<file path="config.mk">
export PLATFORM = sky130hd
export DESIGN_NAME = qfa_back
export DESIGN_NICKNAME = d
export VERILOG_FILES = /design/src/design/qfa_pkg.sv /design/src/design/qfa_back.sv
export SDC_FILE = /design/constraint.sdc
export NUM_CORES = 1
export LEC_CHECK = 0
export ABC_AREA = 0
export BUFFER_PORTS_ARGS = -buffer_cell sky130_fd_sc_hd__buf_2
export CORE_ASPECT_RATIO = 1.1
export CORE_MARGIN = 5
export CORE_UTILIZATION = 40
export DETAILED_ROUTE_END_ITERATION = 10
export GPL_TIMING_DRIVEN = 1
export MAX_ROUTING_LAYER = met4
export PLACE_DENSITY = 0.64
export SYNTH_ARGS = -nofsm -noshare
export SYNTH_HDL_FRONTEND = slang
export SYNTH_SLANG_ARGS = --single-unit
</file>
<file path="constraint.sdc">
create_clock -name vclk -period 17.3
set_clock_uncertainty 0.15 [all_clocks]
set_input_delay 1.73 -clock vclk [all_inputs]
set_output_delay 1.73 -clock vclk [all_outputs]
set_load 0.03 [all_outputs]
</file>
<file path="src/design/qfa_pkg.sv">
// ----------------------------------------------------------------------------
// qfa_pkg
// Shared types, constants and helpers of the Q24.8 fixed-point ALU.
// ----------------------------------------------------------------------------
`default_nettype none
package qfa_pkg;

  localparam int DATA_W    = 32;
  localparam int FRAC_BITS = 8;
  localparam int PROD_W    = 2 * DATA_W;
  localparam int NUM_W     = DATA_W + FRAC_BITS;
  localparam int N_CELLS   = NUM_W;

  typedef enum logic [3:0] {
    CMD_ADD  = 4'd0,  CMD_SUB = 4'd1,  CMD_MUL = 4'd2,  CMD_DIV = 4'd3,
    CMD_GT   = 4'd4,  CMD_LT  = 4'd5,  CMD_GE  = 4'd6,  CMD_LE  = 4'd7,
    CMD_EQ   = 4'd8,  CMD_NE  = 4'd9,  CMD_MIN = 4'd10, CMD_MAX = 4'd11,
    CMD_INC  = 4'd12, CMD_DEC = 4'd13, CMD_I2F = 4'd14, CMD_F2I = 4'd15
  } cmd_t;

  typedef enum logic [1:0] {
    STAT_OK   = 2'd0,
    STAT_DIV0 = 2'd1,
    STAT_SAT  = 2'd2
  } stat_t;

  // One transaction as it travels down the divider chain
  typedef struct packed {
    cmd_t                     cmd;
    logic                     neg;
    logic signed [PROD_W-1:0] prod;
    logic [DATA_W-1:0]        res;
    logic                     flag;
    stat_t                    status;
    logic [DATA_W-1:0]        rem;
    logic [NUM_W-1:0]         numq;
    logic [DATA_W-1:0]        den;
  } cell_t;

  localparam logic [DATA_W-1:0] MAX_VAL = {1'b0, {(DATA_W-1){1'b1}}};
  localparam logic [DATA_W-1:0] MIN_VAL = {1'b1, {(DATA_W-1){1'b0}}};

  // Clamp a one-bit-grown sum; bit DATA_W of the result flags saturation
  function automatic logic [DATA_W:0] clamp_sum(input logic [DATA_W:0] x);
    logic ovf;
    ovf = x[DATA_W] ^ x[DATA_W-1];
    if (ovf) begin
      clamp_sum = {1'b1, (x[DATA_W] ? MIN_VAL : MAX_VAL)};
    end else begin
      clamp_sum = {1'b0, x[DATA_W-1:0]};
    end
  endfunction

  // Apply a sign to a magnitude and clamp; bit DATA_W flags saturation
  function automatic logic [DATA_W:0] sat_mag(input logic [PROD_W-1:0] m,
                                               input logic neg);
    logic [PROD_W-1:0] lim;
    lim = {{(DATA_W+1){1'b0}}, {(DATA_W-1){1'b1}}} + {{(PROD_W-1){1'b0}}, neg};
    if (m > lim) begin
      sat_mag = {1'b1, (neg ? MIN_VAL : MAX_VAL)};
    end else if (neg) begin
      sat_mag = {1'b0, (DATA_W'(0) - m[DATA_W-1:0])};
    end else begin
      sat_mag = {1'b0, m[DATA_W-1:0]};
    end
  endfunction

endpackage
`default_nettype wire

</file>
<file path="src/design/qfa_back.sv">
// ----------------------------------------------------------------------------
// qfa_back
// Finish a transaction: round and clamp multiply and divide results.
// ----------------------------------------------------------------------------
`default_nettype none
module qfa_back import qfa_pkg::*; (
  input  cell_t             dat,
  output logic [DATA_W-1:0] res,
  output logic              flag,
  output stat_t             status
);

  logic [PROD_W-1:0] pmag, prnd;
  logic [DATA_W:0]   mul_c, div_c;
  logic              rbit;
  logic [NUM_W:0]    qr;

  // Product: magnitude, add half an LSB, drop the fraction
  assign pmag  = dat.prod[PROD_W-1] ? PROD_W'(0) - dat.prod : dat.prod;
  assign prnd  = (pmag + (PROD_W'(1) << (FRAC_BITS-1))) >> FRAC_BITS;
  assign mul_c = sat_mag(prnd, dat.prod[PROD_W-1]);

  // Quotient: round up when twice the remainder reaches the divisor
  assign rbit  = {dat.rem, 1'b0} >= {1'b0, dat.den};
  assign qr    = {1'b0, dat.numq} + {{NUM_W{1'b0}}, rbit};
  assign div_c = sat_mag({{(PROD_W-NUM_W-1){1'b0}}, qr}, dat.neg);

  always_comb begin
    res    = dat.res;
    flag   = dat.flag;
    status = dat.status;
    if (dat.cmd == CMD_MUL) begin
      res    = mul_c[DATA_W-1:0];
      status = mul_c[DATA_W] ? STAT_SAT : STAT_OK;
    end else if (dat.cmd == CMD_DIV && dat.status != STAT_DIV0) begin
      res    = div_c[DATA_W-1:0];
      status = div_c[DATA_W] ? STAT_SAT : STAT_OK;
    end
  end

endmodule
`default_nettype wire

</file>
==> qor.txt <==
CELLS AND AREA
----------------------------------------------------------------------------
Area growth from synthesis to final layout ....................        12.8%
Most common library cell in the layout ignoring fill and taps .        buf_2
Storage element area ..........................................        0 µm²
Count of sequential standard cells ............................            0
# diodes ......................................................            0
Number of nets in the layout ..................................         2024
Filler cells ..................................................         2699
Most frequent cells in the layout ............................. buf_2 (240), nand2_1 (134), a21oi_1 (112)
Share of post-route cells with drive strength above 1 .........        18.3%
Layout clock buffer count .....................................            0

MIN PATH
----------------------------------------------------------------------------
Hold endpoint .................................................         flag
Worst hold path depth .........................................            0
Worst min-delay path class ....................................       in2out
Min-Delay Startpoint ..........................................     dat[106]

TIMING
----------------------------------------------------------------------------
Worst slew pin tran ...........................................      1.10 ns
Setup total negative slack ....................................         0 ns
Final Cycle Share .............................................        67.9%
Setup-violating endpoint count in the final report ............            0
Post-layout min period ........................................     11.76 ns
Number of slew-limit violations in the final report ...........            0
Final number of hold-violating endpoints ......................            0
Top achievable clock speed ....................................   0.0851 GHz
Post-route worst hold slack ...................................      3.31 ns
Unrepaired setup endpoints after global routing ...............        false
Worst slew margin relative to its limit .......................        24.8%

GLOBAL ROUTE
----------------------------------------------------------------------------
Met3 usage ....................................................        2.35%
Global-route met1 utilization .................................        34.9%
Initial antenna violation count ...............................            0
Maximum number of pins on one net before global-route repair ..           88
Routing usage on met2 .........................................        41.8%
Global-route wire length before repair ........................      60.8 mm
Overall track demand over capacity in global routing ..........        25.7%
Overflow left after global routing ............................            0
Most Used Layer, Global Route .................................         met2
Via count of the first global-routing pass ....................        11700

PWR
----------------------------------------------------------------------------
PwrDens .......................................................  24.1 nW/µm²
Cell Int Power ................................................       103 µW
Leakage power of the design ...................................   0.00472 µW
Switching component of the power ..............................       173 µW
Register share of total power .................................           0%
Share of power burned in the clock network ....................           0%
Switching power as a share of total power .....................        62.8%
Power share of the combinational group ........................       100.0%
IR drop worst, VDD ............................................    0.0105 mV

FLOORPLAN
----------------------------------------------------------------------------
Die outline height ............................................       177 µm
I/O Pins ......................................................          243
Core region area ..............................................    25100 µm²
Rows ..........................................................           61
Floorplan die width ...........................................       162 µm
Starting density of the core ..................................        40.3%
Die Footprint .................................................    28600 µm²

WORST SETUP PATH
----------------------------------------------------------------------------
Top Family by Delay on Critical Path .......................... simple AND/OR/NAND/NOR gates
Data arrival time of the worst path ...........................      9.88 ns
Crit path buf inv count .......................................            4
CP Launch Type ................................................   input port
Type of the worst setup path ..................................       in2out
CP Max Fanout .................................................           19
Data required time of the worst path ..........................     15.42 ns
Stage delay of the slowest cell on the critical path ..........      0.71 ns
Category of the worst setup path capture point ................ primary output
Critical path's slowest cell ..................................       nor2_1
Dominant cell type by count on the critical path ..............      a21oi_1

SYNTHESIS
----------------------------------------------------------------------------
Count of unique library cells instantiated by Yosys ...........           95
Sequential cell area fraction in the yosys report .............           0%
Warnings from Yosys ...........................................            0
Cell Area, Synth ..............................................    10100 µm²
Average size of a mapped cell .................................     6.50 µm²
Post-synthesis cell count .....................................         1558
Synthesized netlist net count .................................         1866

FLOW RUN
----------------------------------------------------------------------------
Count of maximum capacitance violations .......................            0

ROUTE
----------------------------------------------------------------------------
Routed wirelength normalized by instance count ................      18.8 µm
Number of vias per cell after detailed routing ................         6.25
Count of antenna-violating nets left after detailed routing ...            0
Number of vias in the routed layout ...........................        12700
Detailed Routing Iterations Pass 1 ............................            5
Total length of routed wires ..................................      38.1 mm
DRC ...........................................................            0
DRC marker count from the first detailed-route iteration ......         1072

CLOCK NETWORK
----------------------------------------------------------------------------
Number of post-CTS setup repair buffers .......................            0
Post-cts sizing count .........................................            0
Number of hold buffers added after cts ........................            0

PLACE
----------------------------------------------------------------------------
Detail Placement HPWL .........................................      31.2 mm
Count of buffers inserted at the top-level ports ..............          241
Final GP Congestion ...........................................        0.952

RUN STATUS
----------------------------------------------------------------------------
Outcome ....................................................... finished clean

logic make-up (layout without fill, tap and decap cells):
logic type,Yosys count,after routing,synth area share [%]
simple gates,651,651,35.6
fa+ha+maj,100,100,12.4
mux,17,17,1.77
compound gates,487,487,32.9
xor+xnor,117,117,10.1
buf+inv,186,342,7.25
power by group through the flow:
stage,logic (µW),clock network (µW),registers [µW]
2_1_floorplan,181,0,0
3_3_place_gp,268,0,0
3_5_place_dp,271,0,0
4_1_cts,272,0,0
5_1_grt,306,0,0
6_report,276,0,0
synth_stat cells, types with 9 or more instances:
cell type,n,area share (%)
nand2_1,134,5.0
a21oi_1,112,5.5
ha_1,100,12
nor2_1,98,3.6
o21ai_0,91,4.5
inv_1,89,3.3
clkbuf_1,75,2.8
nor3_1,69,3.4
xnor2_1,67,5.8
nand3_1,54,2.7
nand4_1,53,3.3
xor2_1,50,4.3
a211oi_1,42,3.1
or3_1,40,2.5
a21o_1,34,2.5
nor4_1,32,2.0
and3_1,30,1.9
a31oi_1,25,1.5
or4_1,24,1.8
nand2b_1,22,1.4
o31ai_1,22,1.6
o211ai_1,15,1.1
buf_2,14,0.69
o41ai_1,14,1.2
nor2b_1,13,0.80
o21a_1,12,0.89
or2_2,12,0.74
and4_1,11,0.95
and2_1,10,0.62
mux2i_1,10,0.99
a211o_1,9,0.78
o22ai_1,9,0.56
metrics by stage:
stage	util (%)	std cells	setup slack, ns	cell area [µm²]	power [µW]
5_1_grt	45.5	2029	4.82	11400	306
6_report	45.5	2029	5.54	11400	276
4_1_cts	45.5	2029	5.66	11400	272
3_3_place_gp	45.5	2029	5.61	11400	268
2_1_floorplan	-	1558	5.89	10100	181
3_5_place_dp	45.5	2029	5.70	11400	271
layout make-up:
cell class	count	area (µm²)	share of cell area, %
Inverter	89	334	2.92
Multi-Input combinational cell	1372	9400	82.3
Tap cell	315	394	3.45
Timing Repair Buffer	253	1300	11.4
how the worst max path moves through the flow:
stage,from,endpoint,slack [ns],depth (start not counted)
6_report,dat[2],res[21],5.54,37
2_1_floorplan,dat[202],res[14],5.89,33
5_1_grt,dat[2],res[21],4.82,36
3_3_place_gp,dat[2],res[21],5.61,37
4_1_cts,dat[2],res[21],5.66,37
3_5_place_dp,dat[2],res[24],5.70,38
per-layer routing:
| metal | vias up | wire [µm] | part of all wire (%) |
|---|---|---|---|
| met2 | 540 | 17300 | 45 |
| met4 | 0 | 960 | 2.5 |
| met1 | 5815 | 16900 | 44 |
| met5 | - | 0 | 0 |
| li1 | 6276 | - | - |
| met3 | 56 | 2880 | 7.6 |
Note: power is estimated with default switching activity, not from simulation.
