==> config.mk <==
export PLATFORM = sky130hd
export DESIGN_NAME = qfa_front
export DESIGN_NICKNAME = d
export VERILOG_FILES = /design/src/design/qfa_pkg.sv /design/src/design/qfa_front.sv
export SDC_FILE = /design/constraint.sdc
export NUM_CORES = 2
export LEC_CHECK = 0
export ABC_CLOCK_PERIOD_IN_PS = 10870
export BUFFER_PORTS_ARGS = -buffer_cell sky130_fd_sc_hd__buf_2
export CAP_MARGIN = 20
export CORE_MARGIN = 1
export CORE_UTILIZATION = 65
export DETAILED_ROUTE_END_ITERATION = 6
export PLACE_DENSITY = 0.83
export SLEW_MARGIN = 30
export SYNTH_ARGS = -nofsm -noshare
export SYNTH_HDL_FRONTEND = slang
export SYNTH_SLANG_ARGS = --single-unit
==> constraint.sdc <==
create_clock -name vclk -period 10.87
set_input_delay 0.5435 -clock vclk [all_inputs]
set_output_delay 0.5435 -clock vclk [all_outputs]
set_load 0.02 [all_outputs]
==> src/design/qfa_pkg.sv <==
// ----------------------------------------------------------------------------
// qfa_pkg
// Shared types, constants and helpers of the Q24.8 fixed-point ALU.
// ----------------------------------------------------------------------------
`default_nettype none
package qfa_pkg;

  localparam int DATA_W    = 32;
  localparam int FRAC_BITS = 8;
  localparam int PROD_W    = 2 * DATA_W;
  localparam int NUM_W     = DATA_W + FRAC_BITS;
  localparam int N_CELLS   = NUM_W;

  typedef enum logic [3:0] {
    CMD_ADD  = 4'd0,  CMD_SUB = 4'd1,  CMD_MUL = 4'd2,  CMD_DIV = 4'd3,
    CMD_GT   = 4'd4,  CMD_LT  = 4'd5,  CMD_GE  = 4'd6,  CMD_LE  = 4'd7,
    CMD_EQ   = 4'd8,  CMD_NE  = 4'd9,  CMD_MIN = 4'd10, CMD_MAX = 4'd11,
    CMD_INC  = 4'd12, CMD_DEC = 4'd13, CMD_I2F = 4'd14, CMD_F2I = 4'd15
  } cmd_t;

  typedef enum logic [1:0] {
    STAT_OK   = 2'd0,
    STAT_DIV0 = 2'd1,
    STAT_SAT  = 2'd2
  } stat_t;

  // One transaction as it travels down the divider chain
  typedef struct packed {
    cmd_t                     cmd;
    logic                     neg;
    logic signed [PROD_W-1:0] prod;
    logic [DATA_W-1:0]        res;
    logic                     flag;
    stat_t                    status;
    logic [DATA_W-1:0]        rem;
    logic [NUM_W-1:0]         numq;
    logic [DATA_W-1:0]        den;
  } cell_t;

  localparam logic [DATA_W-1:0] MAX_VAL = {1'b0, {(DATA_W-1){1'b1}}};
  localparam logic [DATA_W-1:0] MIN_VAL = {1'b1, {(DATA_W-1){1'b0}}};

  // Clamp a one-bit-grown sum; bit DATA_W of the result flags saturation
  function automatic logic [DATA_W:0] clamp_sum(input logic [DATA_W:0] x);
    logic ovf;
    ovf = x[DATA_W] ^ x[DATA_W-1];
    if (ovf) begin
      clamp_sum = {1'b1, (x[DATA_W] ? MIN_VAL : MAX_VAL)};
    end else begin
      clamp_sum = {1'b0, x[DATA_W-1:0]};
    end
  endfunction

  // Apply a sign to a magnitude and clamp; bit DATA_W flags saturation
  function automatic logic [DATA_W:0] sat_mag(input logic [PROD_W-1:0] m,
                                               input logic neg);
    logic [PROD_W-1:0] lim;
    lim = {{(DATA_W+1){1'b0}}, {(DATA_W-1){1'b1}}} + {{(PROD_W-1){1'b0}}, neg};
    if (m > lim) begin
      sat_mag = {1'b1, (neg ? MIN_VAL : MAX_VAL)};
    end else if (neg) begin
      sat_mag = {1'b0, (DATA_W'(0) - m[DATA_W-1:0])};
    end else begin
      sat_mag = {1'b0, m[DATA_W-1:0]};
    end
  endfunction

endpackage
`default_nettype wire

==> src/design/qfa_front.sv <==
// ----------------------------------------------------------------------------
// qfa_front
// Decode a transaction: direct-result commands, the product, divider setup.
// ----------------------------------------------------------------------------
`default_nettype none
module qfa_front import qfa_pkg::*; (
  input  logic [3:0]               cmd,
  input  logic signed [DATA_W-1:0] operand_a,
  input  logic signed [DATA_W-1:0] operand_b,
  output cell_t                    dat
);

  logic [DATA_W:0]    sum_w, dif_w, inc_w, dec_w;
  logic [DATA_W:0]    sum_c, dif_c, inc_c, dec_c;
  logic [DATA_W-1:0]  mag_a, mag_b;
  logic [FRAC_BITS:0] top_a;
  logic               i2f_ok;
  logic [DATA_W-1:0]  res;
  logic               flag;
  stat_t              status;

  // Grown sums and their clamped forms
  assign sum_w = {operand_a[DATA_W-1], operand_a} + {operand_b[DATA_W-1], operand_b};
  assign dif_w = {operand_a[DATA_W-1], operand_a} - {operand_b[DATA_W-1], operand_b};
  assign inc_w = {operand_a[DATA_W-1], operand_a} + (DATA_W+1)'(1);
  assign dec_w = {operand_a[DATA_W-1], operand_a} - (DATA_W+1)'(1);
  assign sum_c = clamp_sum(sum_w);
  assign dif_c = clamp_sum(dif_w);
  assign inc_c = clamp_sum(inc_w);
  assign dec_c = clamp_sum(dec_w);

  // Integer to fixed fits only when the bits shifted out match the sign
  assign top_a  = operand_a[DATA_W-1 -: FRAC_BITS+1];
  assign i2f_ok = (&top_a) || (~|top_a);

  assign mag_a = operand_a[DATA_W-1] ? DATA_W'(0) - operand_a : operand_a;
  assign mag_b = operand_b[DATA_W-1] ? DATA_W'(0) - operand_b : operand_b;

  // Select the result of the commands that are resolved here
  always_comb begin
    res    = '0;
    flag   = 1'b0;
    status = STAT_OK;
    unique case (cmd_t'(cmd))
      CMD_ADD: begin
        res    = sum_c[DATA_W-1:0];
        status = sum_c[DATA_W] ? STAT_SAT : STAT_OK;
      end
      CMD_SUB: begin
        res    = dif_c[DATA_W-1:0];
        status = dif_c[DATA_W] ? STAT_SAT : STAT_OK;
      end
      CMD_MUL: ;
      CMD_DIV: status = (operand_b == '0) ? STAT_DIV0 : STAT_OK;
      CMD_GT:  flag = operand_a > operand_b;
      CMD_LT:  flag = operand_a < operand_b;
      CMD_GE:  flag = operand_a >= operand_b;
      CMD_LE:  flag = operand_a <= operand_b;
      CMD_EQ:  flag = operand_a == operand_b;
      CMD_NE:  flag = operand_a != operand_b;
      CMD_MIN: res  = (operand_b < operand_a) ? operand_b : operand_a;
      CMD_MAX: res  = (operand_a < operand_b) ? operand_b : operand_a;
      CMD_INC: begin
        res    = inc_c[DATA_W-1:0];
        status = inc_c[DATA_W] ? STAT_SAT : STAT_OK;
      end
      CMD_DEC: begin
        res    = dec_c[DATA_W-1:0];
        status = dec_c[DATA_W] ? STAT_SAT : STAT_OK;
      end
      CMD_I2F: begin
        if (i2f_ok) begin
          res = {operand_a[DATA_W-1-FRAC_BITS:0], {FRAC_BITS{1'b0}}};
        end else begin
          res    = operand_a[DATA_W-1] ? MIN_VAL : MAX_VAL;
          status = STAT_SAT;
        end
      end
      CMD_F2I: res = operand_a >>> FRAC_BITS;
    endcase
  end

  // Pack the transaction and seed the divider with |a| << FRAC_BITS over |b|
  always_comb begin
    dat        = '0;
    dat.cmd    = cmd_t'(cmd);
    dat.neg    = operand_a[DATA_W-1] ^ operand_b[DATA_W-1];
    dat.prod   = PROD_W'(operand_a) * PROD_W'(operand_b);
    dat.res    = res;
    dat.flag   = flag;
    dat.status = status;
    dat.rem    = '0;
    dat.numq   = {mag_a, {FRAC_BITS{1'b0}}};
    dat.den    = mag_b;
  end

endmodule
`default_nettype wire

==> results_dict.tcl <==
set metrics [dict create \
    ff_latch_area_sq_um 0 \
    wl_mm 149.1 \
    die_y_microns 263.3 \
    synth_top_family_by_area "adder cells" \
    layout_min_cycle_time_ps 10050 \
    synth-compound-area-share_pct 9.377 \
    drive_gt1_share_pct 7.345 \
    yosysUniqueCellTypes 79 \
    path_max_fanout 32 \
    synthAdderAreaFrac_pct 56.01 \
    synth_area_per_cell_sq_um 8.490 \
    n_clock_buffer 0 \
    critical_path.startpoint "operand_b[20]" \
    drc 2 \
    finalSetupTns_ps 0 \
    worst_pin_slew_ps 1053 \
    fillers 5307 \
    area_growth_pct 3.734 \
    gp_congestion 1.047 \
    violations "DRC" \
    worstHoldStart "cmd[1]" \
    max_clock_freq_mhz 99.48 \
    postCtsSetupBuffers 0 \
    io_buffers 236 \
    nFlopsAndLatches 0 \
    maxSlewHeadroom_pct 29.30 \
    yosysSeqAreaShare_pct 0 \
    hold_path_class "in -> out" \
    fin_crit_sh_pct 92.48 \
    endpoint_kind "output port" \
    die_x_microns 263.3 \
    drtAntennaViolNets 0 \
    cp.required_ps 10330 \
    netlist_instances 5229 \
    arrival_ps 9510 \
    yosys.area_share.simple_pct 16.72 \
    dp_hpwl_mm 119.9 \
    critPathKind "in -> out" \
    cap_violations 0 \
    cts_resized 0 \
    netlist_area_sq_mm 0.04439 \
    synth_top_cell_by_area "fa_1" \
    synth.top_cells.by_area "fa_1 (49%), inv_1 (8.6%), ha_1 (7.1%), and2_1 (5.4%), nand2_1 (5.0%)" \
    grt_pass1_vias 40570 \
    synth_top_area_share_pct 48.88 \
    core_sq_mm 0.06740 \
    yosysMostFrequentCell "fa_1" \
    multi_input_area_sq_mm 0.03908 \
    grt_max_degree 56 \
    ys.warnings.count 0 \
    start_util_pct 65.87 \
    hold_buffers 0 \
    status "finished with violations" \
    grt.overflow.total 0 \
    finalHoldViolCount 0 \
    nets 6634 \
    critPathCapture "dat[190]" \
    timing.final.max_slew_violations 0 \
    pin_count 276 \
    critPathLaunchType "input pin" \
    wl_per_cell_microns 24.40 \
    synth_xor_area_share_pct 4.715 \
    drt-pass1-iter-count 7 \
    rsz0062_at_grt "false" \
    via_count 38310 \
    finalSetupViolations 0 \
    synth_mux_area_share_pct 0.7694 \
    grt_pass1_wl_mm 233.0 \
    drtIter0Drc 4035 \
    grt_usage_pct 44.08 \
    vias_per_cell 6.268 \
    row_count 95 \
    synthTopCellsByCount "fa_1 (1084), inv_1 (1014), nand2_1 (588)" \
    antenna_found_initial 8 \
    die_area_sq_mm 0.06935 \
]
[stage by stage]
step	cells	hold WS (ps)	worst slack [ps]	util, %	area (sq um)
3_3_place_gp	6100	1395	54.86	68.24	45990
6_report	6111	1398	817.6	68.33	46050
5_1_grt	6107	1407	514.7	68.32	46040
3_5_place_dp	6101	1390	945.0	68.28	46020
2_1_floorplan	5268	1200	1253	-	44540
4_1_cts	6101	1392	910.2	68.28	46020
[routing by layer]
metal  track usage [%]  vias to the layer above  wire, microns
li1                  -                    15800              -
met3             11.63                      792          17960
met4             33.95                        2          14420
met5                 0                        -             12
met1             53.34                    19000          50020
met2             67.64                     2707          66670
[critical path, stage by stage]
cell      delay (ps)
buf_2            630
clkinv_1         710
nor2_1           320
fa_1             420
inv_1            110
fa_1             460
inv_1            110
fa_1             440
fa_1             630
fa_1             460
fa_1             520
fa_1             450
fa_1             470
ha_1             410
nand2_1          150
nor2_1           350
nand2_1          200
or3_1            370
o21ai_1          560
a21oi_1          130
and4b_1          270
nor2_1           180
a21o_1           160
a21oi_1           70
xnor2_1          150
buf_2            190
[cell type report]
type                            count  area share, %
Antenna cell                       10        0.05434
Inverter                         1029          8.387
Multi-Input combinational cell   3855          84.86
Tap cell                          873          2.372
Timing Repair Buffer              344          4.325
[how the worst min path moves through the flow]
| stage | cells after the start | end |
|---|---|---|
| after floorplan | 1 | dat[0] |
| after global placement | 2 | dat[205] |
| after detailed placement | 2 | dat[205] |
| after CTS | 2 | dat[205] |
| after global routing | 2 | dat[205] |
| final | 2 | dat[205] |
[placed cells by master (no fill, tap or decap), drive strengths merged, types with 7 or more instances in the layout]
cell type and count:
fa 1084, inv 1016, nand2 588, and2 382
buf 344, nor2 312, a21oi 253, ha 252
xnor2 180, o21ai 130, a21o 60, xor2 59
nand3 50, nor3 41, conb 40, mux2i 33
nand2b 30, o221ai 28, o21bai 24, a2111oi 24
and3 22, or3 22, or3b 21, nand4 19
nor4 18, a31oi 16, o211ai 14, o31ai 14
clkinv 13, a211o 13, o21a 13, or4 13
nor2b 11, diode 10, a211oi 10, a221oi 7
[cell families after synthesis]
kind of cell	count (synthesis)
other	1
AO/OA/AOI/OAI	659
multiplexers	34
adder cells (fa/ha/maj)	1337
buffers and inverters	1413
XOR/XNOR	239
AND/OR/NAND/NOR	1546
Power is not shown: default switching activity piles up to over one toggle a cycle in this logic, so the estimate is an artifact.
