==> config.mk <==
export PLATFORM = sky130hd
export DESIGN_NAME = qfa_cell
export DESIGN_NICKNAME = d
export VERILOG_FILES = /design/src/design/qfa_pkg.sv /design/src/design/qfa_cell.sv
export SDC_FILE = /design/constraint.sdc
export NUM_CORES = 1
export LEC_CHECK = 0
export BUFFER_PORTS_ARGS = -buffer_cell sky130_fd_sc_hd__buf_2
export CELL_PAD_IN_SITES_DETAIL_PLACEMENT = 0
export CELL_PAD_IN_SITES_GLOBAL_PLACEMENT = 1
export CORE_AREA = 4 4 164 166
export DETAILED_ROUTE_END_ITERATION = 10
export DIE_AREA = 0 0 168 170
export HOLD_SLACK_MARGIN = 0.06
export MAX_ROUTING_LAYER = met4
export PLACE_DENSITY = 0.85
export SYNTH_ARGS = -nofsm -noshare
export SYNTH_HDL_FRONTEND = slang
export SYNTH_SLANG_ARGS = --single-unit
export TNS_END_PERCENT = 5
==> constraint.sdc <==
create_clock -name clk -period 8.7 [get_ports clk]
set_clock_uncertainty 0.15 [all_clocks]
set_input_delay 1.305 -clock clk [delete_from_list [all_inputs] [get_ports clk]]
set_output_delay 1.305 -clock clk [all_outputs]
set_load 0.02 [all_outputs]
==> src/design/qfa_pkg.sv <==
// ----------------------------------------------------------------------------
// qfa_pkg
// Shared types, constants and helpers of the Q24.8 fixed-point ALU.
// ----------------------------------------------------------------------------
`default_nettype none
package qfa_pkg;

  localparam int DATA_W    = 32;
  localparam int FRAC_BITS = 8;
  localparam int PROD_W    = 2 * DATA_W;
  localparam int NUM_W     = DATA_W + FRAC_BITS;
  localparam int N_CELLS   = NUM_W;

  typedef enum logic [3:0] {
    CMD_ADD  = 4'd0,  CMD_SUB = 4'd1,  CMD_MUL = 4'd2,  CMD_DIV = 4'd3,
    CMD_GT   = 4'd4,  CMD_LT  = 4'd5,  CMD_GE  = 4'd6,  CMD_LE  = 4'd7,
    CMD_EQ   = 4'd8,  CMD_NE  = 4'd9,  CMD_MIN = 4'd10, CMD_MAX = 4'd11,
    CMD_INC  = 4'd12, CMD_DEC = 4'd13, CMD_I2F = 4'd14, CMD_F2I = 4'd15
  } cmd_t;

  typedef enum logic [1:0] {
    STAT_OK   = 2'd0,
    STAT_DIV0 = 2'd1,
    STAT_SAT  = 2'd2
  } stat_t;

  // One transaction as it travels down the divider chain
  typedef struct packed {
    cmd_t                     cmd;
    logic                     neg;
    logic signed [PROD_W-1:0] prod;
    logic [DATA_W-1:0]        res;
    logic                     flag;
    stat_t                    status;
    logic [DATA_W-1:0]        rem;
    logic [NUM_W-1:0]         numq;
    logic [DATA_W-1:0]        den;
  } cell_t;

  localparam logic [DATA_W-1:0] MAX_VAL = {1'b0, {(DATA_W-1){1'b1}}};
  localparam logic [DATA_W-1:0] MIN_VAL = {1'b1, {(DATA_W-1){1'b0}}};

  // Clamp a one-bit-grown sum; bit DATA_W of the result flags saturation
  function automatic logic [DATA_W:0] clamp_sum(input logic [DATA_W:0] x);
    logic ovf;
    ovf = x[DATA_W] ^ x[DATA_W-1];
    if (ovf) begin
      clamp_sum = {1'b1, (x[DATA_W] ? MIN_VAL : MAX_VAL)};
    end else begin
      clamp_sum = {1'b0, x[DATA_W-1:0]};
    end
  endfunction

  // Apply a sign to a magnitude and clamp; bit DATA_W flags saturation
  function automatic logic [DATA_W:0] sat_mag(input logic [PROD_W-1:0] m,
                                               input logic neg);
    logic [PROD_W-1:0] lim;
    lim = {{(DATA_W+1){1'b0}}, {(DATA_W-1){1'b1}}} + {{(PROD_W-1){1'b0}}, neg};
    if (m > lim) begin
      sat_mag = {1'b1, (neg ? MIN_VAL : MAX_VAL)};
    end else if (neg) begin
      sat_mag = {1'b0, (DATA_W'(0) - m[DATA_W-1:0])};
    end else begin
      sat_mag = {1'b0, m[DATA_W-1:0]};
    end
  endfunction

endpackage
`default_nettype wire

==> src/design/qfa_cell.sv <==
// ----------------------------------------------------------------------------
// qfa_cell
// One restoring-division cell: one quotient bit, one pipeline register.
// ----------------------------------------------------------------------------
`default_nettype none
module qfa_cell import qfa_pkg::*; (
  input  logic  clk,
  input  logic  rst_n,
  input  logic  up_vld,
  input  cell_t up_dat,
  input  logic  dn_adv,
  output logic  adv,
  output logic  vld_r,
  output cell_t dat_r
);

  logic [DATA_W:0] trial;
  logic [DATA_W:0] diff;
  logic            ge;
  cell_t           dat_nxt;
  logic            vld_nxt;

  // Shift in the next numerator bit and try the subtract
  assign trial = {up_dat.rem, up_dat.numq[NUM_W-1]};
  assign ge    = trial >= {1'b0, up_dat.den};
  assign diff  = trial - {1'b0, up_dat.den};

  always_comb begin
    dat_nxt      = up_dat;
    dat_nxt.rem  = ge ? diff[DATA_W-1:0] : trial[DATA_W-1:0];
    dat_nxt.numq = {up_dat.numq[NUM_W-2:0], ge};
  end

  // Load when empty or when the neighbor takes the current transaction
  assign adv     = !vld_r || dn_adv;
  assign vld_nxt = adv ? up_vld : vld_r;

  always_ff @(posedge clk) begin
    if (!rst_n) begin
      vld_r <= 1'b0;
    end else begin
      vld_r <= vld_nxt;
    end
  end

  always_ff @(posedge clk) begin
    if (adv) begin
      dat_r <= dat_nxt;
    end
  end

endmodule
`default_nettype wire

==> results.yml <==
sta:
  finalHoldViolCount: 0
  final_period_minus_worst_setup_slack_ps: 4170
  fin_tns_setup_ps: 0
  fmax_ghz: 0.240
  timing.final.crit_share_pct: 47.9
  number_of_setup_violations_in_the_final_report: 0
  drv_slew: 0
  max-slew-margin-rel_pct: 34.2
  rsz0062_at_grt: "false"
  tightest_slew_ps: 987
floorplan:
  initial_core_util_pct: 33.1
  die_y_um: 170
  design.portCount: 422
  die-width_um: 168
  die-area_sq_um: 28600
  core_sq_um: 25600
  fp-row-count: 59
cts:
  cts_hold_repair.buffers: 0
  postCtsSetupBuffers: 0
  clk_pin_slew_ps: 70
  numCtsBuffers: 24
  cts.repair.resized: 0
  cts_root_buf: "sky130_fd_sc_hd__clkbuf_16"
  clk-insertion-delay-late_ps: 500
  clock_path_buffers: 3
  h-tree-depth: 1
  cts_tree: "yes"
  clock-sinks: 209
final_layout:
  final_layout_size_suffix_gt1_share_pct: 47.2
  final.fill_count: 2383
  layout_commonest_cell: "sky130_fd_sc_hd__buf_2"
  layout.cell_area.non_filler_sq_um: 11800
  ff_latch_area_sq_um: 6270
  flow.area_growth_from_synthesis_pct: 39.4
  most_used_cells_in_the_layout_excluding_fill_and_tap_cells: "sky130_fd_sc_hd__buf_2, sky130_fd_sc_hd__edfxtp_1, sky130_fd_sc_hd__a21oi_1"
  finalNetCount: 1234
  multi_input_combinational_cell_area_sq_um: 1990
flow_run:
  max_cap_violations: 0
pwr:
  seq_power_share_pct: 45.3
  netSwitchingFraction_pct: 26.5
  cell_internal_pwr_uw: 2010
  power-per-cell-area_nw_per_um2: 231
  worst_ir_drop_vdd_mv: 0.148
  comb_power_share_pct: 17.0
  power.share.clock_pct: 37.7
  net_load_switching_power_uw: 723
  total_leakage_power_uw: 0.00529
placed_design:
  place.port_buffers: 421
  finalWeightedCongestion: 0.884
  placement.cell_area_sq_um: 11000
  place_hpwl_um: 22000
global_routing:
  leftover_overflow_at_the_end_of_global_routing: 0
  first_pass_grt_wire_length_um: 38300
  via_count_of_the_first_global_routing_pass: 6410
  initial_antenna_violation_count: 13
  gr-usage-all-layers_pct: 18.1
  grt_start_max_net_pins: 75
synthesis:
  synth_simple_gate_area_share_pct: 5.29
  syn-mean-instance-area_sq_um: 15.3
  post_synth_num_cell_types: 49
  yosys_register_bits: 209
  mappedNetlistNets: 798
  postSynthCellCount: 553
  async_reset_ff_share_pct: 0
  dominant_combinational_cell_family_by_area_after_synthesis: "compound AO/OA/AOI/OAI gates"
  post_synth_fa_ha_maj_area_fraction_pct: 4.96
  synth_compound_area_share_pct: 8.85
  synth_edf_count: 208
  commonest_register_cell_after_synthesis: "sky130_fd_sc_hd__edfxtp_1"
  fraction_of_synthesized_cell_area_in_xor_and_xnor_cells_pct: 2.79
  synth.yosys.warnings: 0
  multiplexer_area_fraction_after_synthesis_pct: 1.57
  synth_area_sq_um: 8470
  proportion_of_synthesized_chip_area_in_sequential_cells_pct: 74.0
worst_setup_path:
  worst-path-max-fanout: 34
  cp-end-kind: "flip-flop"
  startpoint_type: "input port"
  worstPathArrival_ps: 4290
  critical_path_class: "input port to flip-flop"
  cp.required_ps: 8820
  worst-r2r-setup-slack_ps: 6210
route:
  num_vias: 6295
  finalWirelength_um: 27400
  drt_first_iter_violations: 450
  dr.pass1.iters: 6
  ant_nets: 0
  avg_vias_per_cell: 4.65
  routed_wire_length_per_instance_um: 20.2
  drcViolationCount: 0
outcome:
  outcome: "finished, final reports clean"
min_path:
  hold_class: "input port to flip-flop"
## registers in the layout, summed over array words and instances, names as in the netlist
name   flops
dat_r    208
vld_r      1
## metrics by stage
stage	std cells	total power (uW)	worst slack (ps)	hold slack [ps]	util, %
floorplan	553	1540	800	1250	-
finish	1355	2730	4530	806	46.1
global route	1355	2850	4290	779	46.1
CTS	1342	2760	4530	777	46.0
global placement	1298	1720	4070	1030	42.8
detailed placement	1298	1730	3980	1050	42.8
## kinds of logic after synthesis
group / count (synthesis)
muxes: 12
xor gates and xnor gates: 27
buffers and inverters: 54
AOI/OAI and AO/OA: 119
and+or+nand+nor: 99
adders and majority gates: 33
DFF: 209
## area by class of cell
type                            instances  share of cell area (%)
Antenna cell                           13                   0.275
Multi-Input combinational cell        290                    16.9
Inverter                               39                    1.24
Sequential cell                       209                    53.0
Tap cell                              335                    3.55
Timing Repair Buffer                  425                    18.1
Clock inverter                         18                    1.77
Clock buffer                           26                    5.15
## cells in the mapped netlist (2+ instances only)
cell type	count	share of area (%)
sky130_fd_sc_hd__o22ai_1	2	0.15
sky130_fd_sc_hd__o21bai_1	3	0.27
sky130_fd_sc_hd__xnor2_1	15	1.6
sky130_fd_sc_hd__mux2i_1	2	0.24
sky130_fd_sc_hd__o21ai_0	15	0.89
sky130_fd_sc_hd__buf_4	3	0.27
sky130_fd_sc_hd__nand2_1	28	1.2
sky130_fd_sc_hd__nor4_1	4	0.30
sky130_fd_sc_hd__a31oi_1	2	0.15
sky130_fd_sc_hd__mux2_2	6	0.80
sky130_fd_sc_hd__a21o_1	13	1.2
sky130_fd_sc_hd__a21oi_1	55	3.2
sky130_fd_sc_hd__o41ai_1	2	0.21
sky130_fd_sc_hd__a211o_1	2	0.21
sky130_fd_sc_hd__ha_1	32	4.7
sky130_fd_sc_hd__a211oi_1	3	0.27
sky130_fd_sc_hd__nand2b_1	5	0.37
sky130_fd_sc_hd__edfxtp_1	208	74
sky130_fd_sc_hd__and2_1	2	0.15
sky130_fd_sc_hd__nand4_1	7	0.52
sky130_fd_sc_hd__o21a_1	6	0.53
sky130_fd_sc_hd__nor2_1	37	1.6
sky130_fd_sc_hd__inv_1	39	1.7
sky130_fd_sc_hd__buf_2	4	0.24
sky130_fd_sc_hd__nand3_1	8	0.47
sky130_fd_sc_hd__nor2b_1	2	0.15
sky130_fd_sc_hd__mux2_1	4	0.53
sky130_fd_sc_hd__nor3_1	2	0.12
sky130_fd_sc_hd__xor2_1	12	1.2
sky130_fd_sc_hd__clkbuf_1	8	0.35
sky130_fd_sc_hd__o211ai_1	4	0.35
## routing by layer
metal	vias up	share of wire [%]	global-route usage, %	wire, um
met2	243	52	31.3	14300
met1	3036	37	20.6	10200
met3	48	7.8	4.27	2130
met4	0	2.9	7.02	784
met5	-	0	-	0
li1	2968	-	-	-
## power groups by stage
stage	clock (uW)	combinational, uW	sequential [uW]
after floorplan	0	155	1390
after global placement	0	463	1260
after detailed placement	0	467	1260
after CTS	1060	469	1240
after global routing	1100	502	1250
final	1030	465	1240
## path summary, 6_finish.rpt
check,endpoint,from,cells past startpoint
worst max-delay path,dat_r[95],up_dat[15],12
worst max register to register,dat_r[11],vld_r,2
worst min register to register,dat_r[195],vld_r,1
worst min-delay path,dat_r[171],up_dat[171],1
## worst max-delay path, stage by stage
cell                       delay, ps
sky130_fd_sc_hd__buf_2            80
sky130_fd_sc_hd__inv_1            40
sky130_fd_sc_hd__ha_1            440
sky130_fd_sc_hd__nand4_1         220
sky130_fd_sc_hd__or4_1           520
sky130_fd_sc_hd__a21oi_1         140
sky130_fd_sc_hd__nor3_1          110
sky130_fd_sc_hd__a211oi_2        250
sky130_fd_sc_hd__o21ai_2         170
sky130_fd_sc_hd__o31ai_4         260
sky130_fd_sc_hd__buf_4           370
sky130_fd_sc_hd__mux2_1          360
(Power assumes the default switching activity.)
